--- config.mk ---
export PLATFORM = sky130hd
export DESIGN_NAME = event_queue_timer_dispatcher_top
export DESIGN_NICKNAME = d
export VERILOG_FILES = /design/src/hw/rtl/eqtd_pkg.sv /design/src/hw/rtl/event_queue_timer_dispatcher_top.sv /design/src/hw/rtl/eqtd_front.sv /design/src/hw/rtl/eqtd_back.sv
export SDC_FILE = /design/constraint.sdc
export NUM_CORES = 2
export LEC_CHECK = 0
export BUFFER_PORTS_ARGS = -buffer_cell sky130_fd_sc_hd__buf_2
export CAP_MARGIN = 30
export CORE_MARGIN = 5
export CORE_UTILIZATION = 50
export DETAILED_ROUTE_END_ITERATION = 7
export MAX_ROUTING_LAYER = met4
export PLACE_DENSITY = 0.69
export SLEW_MARGIN = 5
export SYNTH_ARGS = -nofsm -noshare
export SYNTH_HDL_FRONTEND = slang
export SYNTH_HIERARCHICAL = 1
export SYNTH_SLANG_ARGS = --single-unit
--- constraint.sdc ---
create_clock -name clk -period 8.95 [get_ports clk]
set_clock_uncertainty 0.1 [all_clocks]
set_input_delay 0.4475 -clock clk [delete_from_list [all_inputs] [get_ports clk]]
set_output_delay 0.4475 -clock clk [all_outputs]
set_load 0.1 [all_outputs]
--- src/hw/rtl/eqtd_pkg.sv ---
// Shared types and constants for the event queue / timer dispatcher.
// No dependencies.
package eqtd_pkg;

  typedef enum logic [1:0] {
    ACT_POST      = 2'd0,
    ACT_SUBSCRIBE = 2'd1,
    ACT_ADD_TIMER = 2'd2,
    ACT_PROCESS   = 2'd3
  } action_t;

  typedef enum logic [2:0] {
    ST_OK      = 3'd0,
    ST_INVALID = 3'd1,
    ST_FULL    = 3'd2,
    ST_DUP     = 3'd3,
    ST_EMPTY   = 3'd4
  } status_t;

  // One accepted command as it travels from the front end to the back end.
  typedef struct packed {
    action_t     action;
    logic [7:0]  event_id;
    logic [31:0] value;
    logic [7:0]  subscriber_id;
    logic [31:0] period_ms;
    logic [31:0] offset_ms;
    logic        oneshot;
    logic [31:0] now_ms;
  } cmd_t;

  typedef struct packed {
    status_t     status;
    logic [7:0]  out_event_id;
    logic [31:0] out_value;
    logic [7:0]  subscriber_mask;
    logic        last;
  } result_t;

endpackage

--- src/hw/rtl/event_queue_timer_dispatcher_top.sv ---
// Top level of the event queue / timer dispatcher.
// Depends on eqtd_pkg, eqtd_front and eqtd_back.
//
// Commands arrive on the s_axis channel and results leave on m_axis. Post,
// subscribe and add-timer each give one result once the item is accepted,
// and the back end takes the next item after that result has been taken.
// Process walks the timer table, visiting each used slot in S_SCAN and
// S_TIMER, then drains the event queue with one result per event (an empty
// queue gives one ST_EMPTY result). The back end sequencer works on one
// command at a time while a two-entry command queue in front keeps accepting
// while it has room. event_count is to be written on the cfg channel by the
// user only while the block is idle; the block itself does not enforce it.
module event_queue_timer_dispatcher_top import eqtd_pkg::*; #(
  parameter int QUEUE_DEPTH = 16,
  parameter int SUBSCRIBERS = 8,
  parameter int TIMERS      = 8
) (
  input  logic         clk,
  input  logic         rst,
  input  logic         s_axis_tvalid,
  output logic         s_axis_tready,
  // tdata: action[1:0], event_id[9:2], value[41:10], subscriber_id[49:42],
  // period_ms[81:50], offset_ms[113:82], oneshot[114], now_ms[146:115]
  input  logic [151:0] s_axis_tdata,
  output logic         m_axis_tvalid,
  input  logic         m_axis_tready,
  // tdata: status[2:0], out_event_id[10:3], out_value[42:11], mask[50:43]
  output logic [55:0]  m_axis_tdata,
  output logic         m_axis_tlast,
  input  logic         cfg_valid,
  output logic         cfg_ready,
  input  logic [7:0]   cfg_data
);

  logic [7:0] event_count;
  cmd_t       in_cmd;
  cmd_t       q_cmd;
  logic       q_valid;
  logic       q_ready;
  result_t    res;

  assign cfg_ready = 1'b1;
  always_ff @(posedge clk) begin
    if (rst) event_count <= 8'd255;
    else if (cfg_valid) event_count <= cfg_data;
  end

  assign in_cmd.action        = action_t'(s_axis_tdata[1:0]);
  assign in_cmd.event_id      = s_axis_tdata[9:2];
  assign in_cmd.value         = s_axis_tdata[41:10];
  assign in_cmd.subscriber_id = s_axis_tdata[49:42];
  assign in_cmd.period_ms     = s_axis_tdata[81:50];
  assign in_cmd.offset_ms     = s_axis_tdata[113:82];
  assign in_cmd.oneshot       = s_axis_tdata[114];
  assign in_cmd.now_ms        = s_axis_tdata[146:115];

  eqtd_front u_front (
    .clk, .rst,
    .in_valid(s_axis_tvalid), .in_ready(s_axis_tready), .in_cmd,
    .out_valid(q_valid), .out_ready(q_ready), .out_cmd(q_cmd)
  );

  eqtd_back #(
    .QUEUE_DEPTH(QUEUE_DEPTH), .SUBSCRIBERS(SUBSCRIBERS), .TIMERS(TIMERS)
  ) u_back (
    .clk, .rst, .event_count,
    .cmd_valid(q_valid), .cmd_ready(q_ready), .cmd(q_cmd),
    .res_valid(m_axis_tvalid), .res_ready(m_axis_tready), .res
  );

  assign m_axis_tdata = {5'd0, res.subscriber_mask, res.out_value,
                         res.out_event_id, res.status};
  assign m_axis_tlast = res.last;

endmodule

--- src/hw/rtl/eqtd_front.sv ---
// Front end: accepts command items and holds them in a short queue.
// Depends on eqtd_pkg.
module eqtd_front import eqtd_pkg::*; (
  input  logic clk,
  input  logic rst,
  input  logic in_valid,
  output logic in_ready,
  input  cmd_t in_cmd,
  output logic out_valid,
  input  logic out_ready,
  output cmd_t out_cmd
);

  cmd_t       slot [2];
  logic [1:0] count;
  logic       wr_ptr;
  logic       rd_ptr;
  logic       push;
  logic       pop;

  assign in_ready  = (count != 2'd2);
  assign out_valid = (count != 2'd0);
  assign out_cmd   = slot[rd_ptr];
  assign push      = in_valid && in_ready;
  assign pop       = out_valid && out_ready;

  always_ff @(posedge clk) begin
    if (push) begin
      slot[wr_ptr] <= in_cmd;
    end
    if (rst) begin
      count  <= 2'd0;
      wr_ptr <= 1'b0;
      rd_ptr <= 1'b0;
    end else begin
      if (push) wr_ptr <= ~wr_ptr;
      if (pop) rd_ptr <= ~rd_ptr;
      count <= count + {1'b0, push} - {1'b0, pop};
    end
  end

endmodule

--- src/hw/rtl/eqtd_back.sv ---
// Back end: sequencer that carries out commands against the queue,
// subscriber and timer stores. Depends on eqtd_pkg.
module eqtd_back import eqtd_pkg::*; #(
  parameter int QUEUE_DEPTH = 16,
  parameter int SUBSCRIBERS = 8,
  parameter int TIMERS      = 8
) (
  input  logic       clk,
  input  logic       rst,
  input  logic [7:0] event_count,
  input  logic       cmd_valid,
  output logic       cmd_ready,
  input  cmd_t       cmd,
  output logic       res_valid,
  input  logic       res_ready,
  output result_t    res
);

  localparam int QW = (QUEUE_DEPTH > 1) ? $clog2(QUEUE_DEPTH) : 1;
  localparam int SW = (SUBSCRIBERS > 1) ? $clog2(SUBSCRIBERS) : 1;
  localparam int TW = (TIMERS > 1) ? $clog2(TIMERS) : 1;
  localparam int SCW = $clog2(SUBSCRIBERS + 1);
  localparam int TCW = $clog2(TIMERS + 1);

  typedef enum logic [2:0] {
    S_IDLE, S_SCAN, S_TIMER, S_DRAIN, S_DRAIN_WAIT, S_OUT
  } state_t;

  state_t state;
  cmd_t   cur;

  // Event queue memory
  logic [7:0]    q_event [QUEUE_DEPTH];
  logic [31:0]   q_value [QUEUE_DEPTH];
  logic [QW-1:0] q_head;
  logic [QW-1:0] q_tail;
  logic [QW-1:0] q_tail_inc;
  logic [7:0]    rd_event;
  logic [31:0]   rd_value;

  // Subscriber table
  logic [7:0]     s_event  [SUBSCRIBERS];
  logic [7:0]     s_handle [SUBSCRIBERS];
  logic [SCW-1:0] s_used;

  // Timer table
  logic [7:0]     t_event  [TIMERS];
  logic [31:0]    t_period [TIMERS];
  logic [31:0]    t_last   [TIMERS];
  logic           t_active [TIMERS];
  logic           t_once   [TIMERS];
  logic [TCW-1:0] t_used;
  logic [TW-1:0]  t_idx;

  // Timer evaluation registers
  logic [31:0] t_elapsed;
  logic [32:0] t_two_per;
  logic [31:0] t_per_r;
  logic        t_due;

  logic       sub_dup;
  logic       tmr_dup;
  logic [7:0] mask_calc;
  status_t    post_st;

  assign q_tail_inc = (q_tail == QW'(QUEUE_DEPTH - 1)) ? '0 : q_tail + 1'b1;

  always_comb begin
    if (cmd.event_id == 8'd0 || cmd.event_id >= event_count) post_st = ST_INVALID;
    else if (q_tail_inc == q_head) post_st = ST_FULL;
    else post_st = ST_OK;
  end

  always_comb begin
    sub_dup = 1'b0;
    for (int i = 0; i < SUBSCRIBERS; i++) begin
      if (SCW'(i) < s_used && s_event[i] == cur.event_id &&
          s_handle[i] == cur.subscriber_id) sub_dup = 1'b1;
    end
    tmr_dup = 1'b0;
    for (int i = 0; i < TIMERS; i++) begin
      if (TCW'(i) < t_used && t_active[i] && t_event[i] == cur.event_id &&
          t_period[i] == cur.period_ms && t_once[i] == cur.oneshot) tmr_dup = 1'b1;
    end
    mask_calc = '0;
    for (int i = 0; i < SUBSCRIBERS; i++) begin
      if (SCW'(i) < s_used && (s_event[i] == rd_event || s_event[i] == 8'd0))
        mask_calc[i] = 1'b1;
    end
  end

  assign cmd_ready = (state == S_IDLE);

  always_ff @(posedge clk) begin
    rd_event <= q_event[q_head];
    rd_value <= q_value[q_head];
    if (rst) begin
      state     <= S_IDLE;
      q_head    <= '0;
      q_tail    <= '0;
      s_used    <= '0;
      t_used    <= '0;
      res_valid <= 1'b0;
      t_idx     <= '0;
    end else begin
      unique case (state)
        S_IDLE: begin
          if (cmd_valid) begin
            cur   <= cmd;
            t_idx <= '0;
            state <= (cmd.action == ACT_PROCESS) ? S_SCAN : S_OUT;
            res   <= '{(cmd.action == ACT_POST) ? post_st : ST_OK,
                       8'd0, 32'd0, 8'd0, 1'b1};
            if (cmd.action == ACT_POST && post_st == ST_OK) begin
              q_event[q_tail] <= cmd.event_id;
              q_value[q_tail] <= cmd.value;
              q_tail <= q_tail_inc;
            end
          end
        end
        S_OUT: begin
          // Subscribe and add-timer are resolved here against the tables
          if (!res_valid) begin
            if (cur.action == ACT_SUBSCRIBE) begin
              if (cur.subscriber_id == 8'd0) res.status <= ST_INVALID;
              else if (s_used >= SCW'(SUBSCRIBERS)) res.status <= ST_FULL;
              else if (sub_dup) res.status <= ST_DUP;
              else begin
                s_event[s_used[SW-1:0]]  <= cur.event_id;
                s_handle[s_used[SW-1:0]] <= cur.subscriber_id;
                s_used <= s_used + 1'b1;
              end
            end else if (cur.action == ACT_ADD_TIMER) begin
              if (t_used >= TCW'(TIMERS)) res.status <= ST_FULL;
              else if (tmr_dup) res.status <= ST_DUP;
              else begin
                t_event[t_used[TW-1:0]]  <= cur.event_id;
                t_period[t_used[TW-1:0]] <= cur.period_ms;
                t_last[t_used[TW-1:0]]   <= cur.now_ms + cur.offset_ms -
                    ((cur.offset_ms == 32'd0) ? 32'd0 : cur.period_ms);
                t_active[t_used[TW-1:0]] <= 1'b1;
                t_once[t_used[TW-1:0]]   <= cur.oneshot;
                t_used <= t_used + 1'b1;
              end
            end
            res_valid <= 1'b1;
          end else if (res_ready) begin
            res_valid <= 1'b0;
            state     <= S_IDLE;
          end
        end
        S_SCAN: begin
          if (TCW'(t_idx) >= t_used) begin
            state <= S_DRAIN;
          end else begin
            t_elapsed <= cur.now_ms - t_last[t_idx];
            t_two_per <= {t_period[t_idx], 1'b0};
            t_per_r   <= t_period[t_idx];
            t_due     <= t_active[t_idx];
            state     <= S_TIMER;
          end
        end
        S_TIMER: begin
          if (t_due && t_elapsed >= t_per_r) begin
            if ({1'b0, t_elapsed} >= t_two_per) t_last[t_idx] <= cur.now_ms;
            else t_last[t_idx] <= t_last[t_idx] + t_per_r;
            if (t_once[t_idx]) t_active[t_idx] <= 1'b0;
            if (t_event[t_idx] != 8'd0 && t_event[t_idx] < event_count &&
                q_tail_inc != q_head) begin
              q_event[q_tail] <= t_event[t_idx];
              q_value[q_tail] <= 32'd0;
              q_tail <= q_tail_inc;
            end
          end
          if (t_idx == TW'(TIMERS - 1)) state <= S_DRAIN;
          else begin
            t_idx <= t_idx + 1'b1;
            state <= S_SCAN;
          end
        end
        S_DRAIN: begin
          // Go on to S_DRAIN_WAIT so the registered read of the head is current
          if (q_head == q_tail) begin
            res        <= '{ST_EMPTY, 8'd0, 32'd0, 8'd0, 1'b1};
            res_valid  <= 1'b1;
            state      <= S_OUT;
            cur.action <= ACT_POST;
          end else begin
            state <= S_DRAIN_WAIT;
          end
        end
        S_DRAIN_WAIT: begin
          if (!res_valid) begin
            res <= '{ST_OK, rd_event, rd_value, mask_calc,
                     ((q_head == QW'(QUEUE_DEPTH - 1) ? '0 : q_head + 1'b1) == q_tail)};
            res_valid <= 1'b1;
            q_head    <= (q_head == QW'(QUEUE_DEPTH - 1)) ? '0 : q_head + 1'b1;
          end else if (res_ready) begin
            res_valid <= 1'b0;
            state     <= (q_head == q_tail) ? S_IDLE : S_DRAIN;
          end
        end
        default: state <= S_IDLE;
      endcase
    end
  end

endmodule
==> flow_metrics.env <==
export IMPL_status="finished, final reports clean"
export IMPL_fp_dieW_um=425
export IMPL_dr_pass1_iters=6
export IMPL_crit_type="reg -> reg"
export IMPL_gp_congestion=0.932
export IMPL_start_kind="register"
export IMPL_syn2layout_area_growth_pct=14.4
export IMPL_synth_seq_area_share_pct=67.3
export IMPL_layout_commonest_cell="edfxtp_1"
export IMPL_hpwl_um=142000
export IMPL_htree_levels=4
export IMPL_port_buffers=213
export IMPL_fillers=13100
export IMPL_syn_inst=5108
export IMPL_cp_required_ns=9.33
export IMPL_final_cell_mix="1878 x edfxtp_1, 462 x xnor2_1, 348 x mux4_2"
export IMPL_async_flop_share_pct=0
export IMPL_tns_ns=0
export IMPL_viasPerCell=5.87
export IMPL_grt_setup_unrepaired="no"
export IMPL_coreArea_mm2=0.172
export IMPL_dpl_cell_area_mm2=0.0903
export IMPL_drt_iter0_drc=4483
export IMPL_synth_distinct_cells=85
export IMPL_root_buffer="clkbuf_16"
export IMPL_start_util_pct=50.2
export IMPL_finalCriticalPeriod_ns=6.62
export IMPL_grt_max_degree=73
export IMPL_fin_util_pct=57.5
export IMPL_maxClockFrequency_mhz=151
export IMPL_nets=5963
export IMPL_tightestPinTransition_ns=1.03
export IMPL_r2r_start="u_back/cur[61]$_DFFE_PP_"
export IMPL_numCtsBuffers=191
export IMPL_yosys_warnings=6
export IMPL_die_area_mm2=0.181
export IMPL_end_kind="register"
export IMPL_fin_crit_sh_pct=74.0
export IMPL_final_layout_size_suffix_gt1_share_pct=21.4
export IMPL_fin_area_mm2=0.0986
export IMPL_grt_pass1_vias=47700
export IMPL_cts_tree="built"
export IMPL_hold_worst_slack_ns=0.171
export IMPL_critPathMaxFanout=21
export IMPL_clk_path_buf_depth=3
export IMPL_relSlewSlack_pct=31.3
export IMPL_clock_sinks=1957
export IMPL_wl_per_cell_um=27.3
export IMPL_slew_violations=0
export IMPL_avgSynthCellArea_um2=16.9
export IMPL_track_usage_pct=24.9
export IMPL_p_leak_nw=32.7
export IMPL_setup_viol=0
export IMPL_drc=0
export IMPL_ys_ff_latch=1957
export IMPL_fp_row_count=152
export IMPL_path_clk_slew_ns=0.06
export IMPL_hp_start="rst"
export IMPL_clkLatencyLatePin_ns=0.85
export IMPL_synth_edf_count=1878
export IMPL_startpoint="u_back/cur[61]$_DFFE_PP_"
export IMPL_drv_cap=0
export IMPL_ir_worst_vdd_mv=0.219
export IMPL_ioPinCount=225
export IMPL_cellPowerDensity_mw_per_mm2=269
export IMPL_drt_total_wl_um=220000
export IMPL_ys_flop_type="edfxtp_1"
export IMPL_worst_ep_arrival_time_ns=7.00
export IMPL_synth_area_mm2=0.0862
export IMPL_die_y_um=425
export IMPL_route_vias_total=47300
export IMPL_grt_ovfl_total=0
export IMPL_antenna_found_initial=4
export IMPL_ant_nets=0
export IMPL_min_path_type="in -> reg"
export IMPL_dp_slack_ns=2.35
export IMPL_hold_viol=0
export IMPL_grt_pass1_wl_um=320000
export IMPL_timing_final_ws_setup_ns=2.33
==> cell usage after synthesis, types with 6 or more instances <==
library cell  number  share of area [%]
buf_4             23               0.20
o31a_1             6              0.061
buf_6             17               0.22
and3_1            20               0.15
nor2_1           148               0.64
o21bai_1          11              0.096
o21ai_0           82               0.48
ha_1             190                2.8
a21o_1            67               0.58
dfxtp_1           79                1.8
mux4_2           348                9.1
buf_2             57               0.33
o211ai_1          16               0.14
o31ai_1            8              0.070
and4_1             6              0.061
nor4_1            72               0.52
mux2_2           192                2.5
inv_1            244                1.1
a2111oi_0          7              0.071
o22ai_1            6              0.044
clkbuf_1          92               0.40
nand3_1           54               0.31
and2_1            81               0.59
a21oi_1          166               0.96
or2_2             10              0.073
nand4_1          121               0.88
mux2i_1           53               0.62
nand2_1           99               0.43
a31oi_1           12              0.087
a211oi_1          14               0.12
a22oi_1            6              0.052
nand2b_1          25               0.18
o21a_1            13               0.11
o2111ai_1          7              0.071
or3_1              8              0.058
nor3_1            68               0.39
edfxtp_1        1878                 65
fa_1              33               0.77
buf_1             34               0.15
mux2_1             6              0.078
xor2_1           126                1.3
nor2b_1           53               0.38
a211o_2            6              0.070
xnor2_1          462                4.7
==> registers in the layout, indices dropped and copies added, names as in the netlist, 8 cells and up, named ones only <==
name	flops
event_count	8
u_back/cur	115
u_back/q_event	128
u_back/q_value	512
u_back/rd_event	8
u_back/rd_value	32
u_back/res	52
u_back/s_event	64
u_back/s_handle	56
u_back/t_active	8
u_back/t_elapsed	32
u_back/t_event	64
u_back/t_last	256
u_back/t_once	8
u_back/t_period	256
u_back/t_two_per	32
u_front/slot	294
==> per-layer routing <==
layer | vias up | track usage, % | wire length, um
met2 | 1775 | 42.1 | 113000
met5 | - | - | 0
li1 | 20700 | - | -
met1 | 24400 | 30.7 | 84100
met3 | 391 | 3.40 | 13100
met4 | 0 | 9.55 | 9430
==> worst max-delay path, cell delays in order (launching register included) <==
cell and delay (ns):
edfxtp_1 0.48, nor4_1 0.78, nand4_1 0.26, nor2_2 0.50, buf_4 0.39, nor2b_1 0.10, fa_1 0.49, inv_1 0.04
ha_1 0.34, a2111oi_0 0.34, o21ai_0 0.15, o21ai_0 0.16, a21oi_1 0.16, nor4_1 0.50, nor2_1 0.23, o2111ai_1 0.27
a21boi_0 0.13, o31ai_1 0.83
==> metrics by stage <==
step                      std cells  power, mW
final                          8051       26.5
after global routing           8050       27.6
after CTS                      8039       26.6
after detailed placement       7518       18.5
after global placement         7502       18.3
after floorplan                5112       16.6
==> where the power goes <==
part / total [mW] / internal, mW / switching (mW)
combinational: 6.16 / 2.11 / 4.05
clock: 8.05 / 4.59 / 3.46
sequential: 12.3 / 11.7 / 0.590
total: 26.5 / 18.4 / 8.10
==> cells by family (layout without fill, tap and decap cells) <==
| kind of cell | Yosys count | count (layout) | synth area share, % |
|---|---|---|---|
| AND/OR/NAND/NOR | 790 | 790 | 4.95 |
| AO/OA/AOI/OAI | 480 | 480 | 3.58 |
| XOR/XNOR | 588 | 588 | 5.98 |
| adder cells (fa/ha/maj) | 223 | 223 | 3.53 |
| multiplexers | 599 | 599 | 12.3 |
| buffers and inverters | 469 | 1095 | 2.37 |
| other | 2 | 9 | 0.00872 |
| flip-flops | 1957 | 1957 | 67.3 |
==> repair_timing <==
action,in CTS,in global routing
endpoints found under the hold margin,304,0
gates resized for setup,0,0
hold buffers,165,0
buffers inserted,0,0
==> layout make-up <==
cell class | count | area, um2 | area share, %
multi-input cells | 2686 | 26400 | 26.8
clock buffers | 257 | 5220 | 5.30
repair buffers | 493 | 3930 | 3.99
diodes | 3 | 7.51 | 0.00762
well taps | 2310 | 2890 | 2.93
inverters | 246 | 925 | 0.938
flip-flops and latches | 1957 | 58000 | 58.8
clock inverters | 99 | 1150 | 1.16
==> worst paths after layout <==
kind,endpoint,slack [ns],depth (start not counted)
min reg2reg,u_back/res[27]$_SDFFCE_PN0P_,0.40,1
min,u_front/rd_ptr$_SDFFE_PP0P_,0.17,3
max reg2reg,u_back/t_last[1][25]$_DFFE_PP_,2.33,17
max,u_back/t_last[1][25]$_DFFE_PP_,2.33,17
Note: power is estimated with default switching activity, not from simulation.
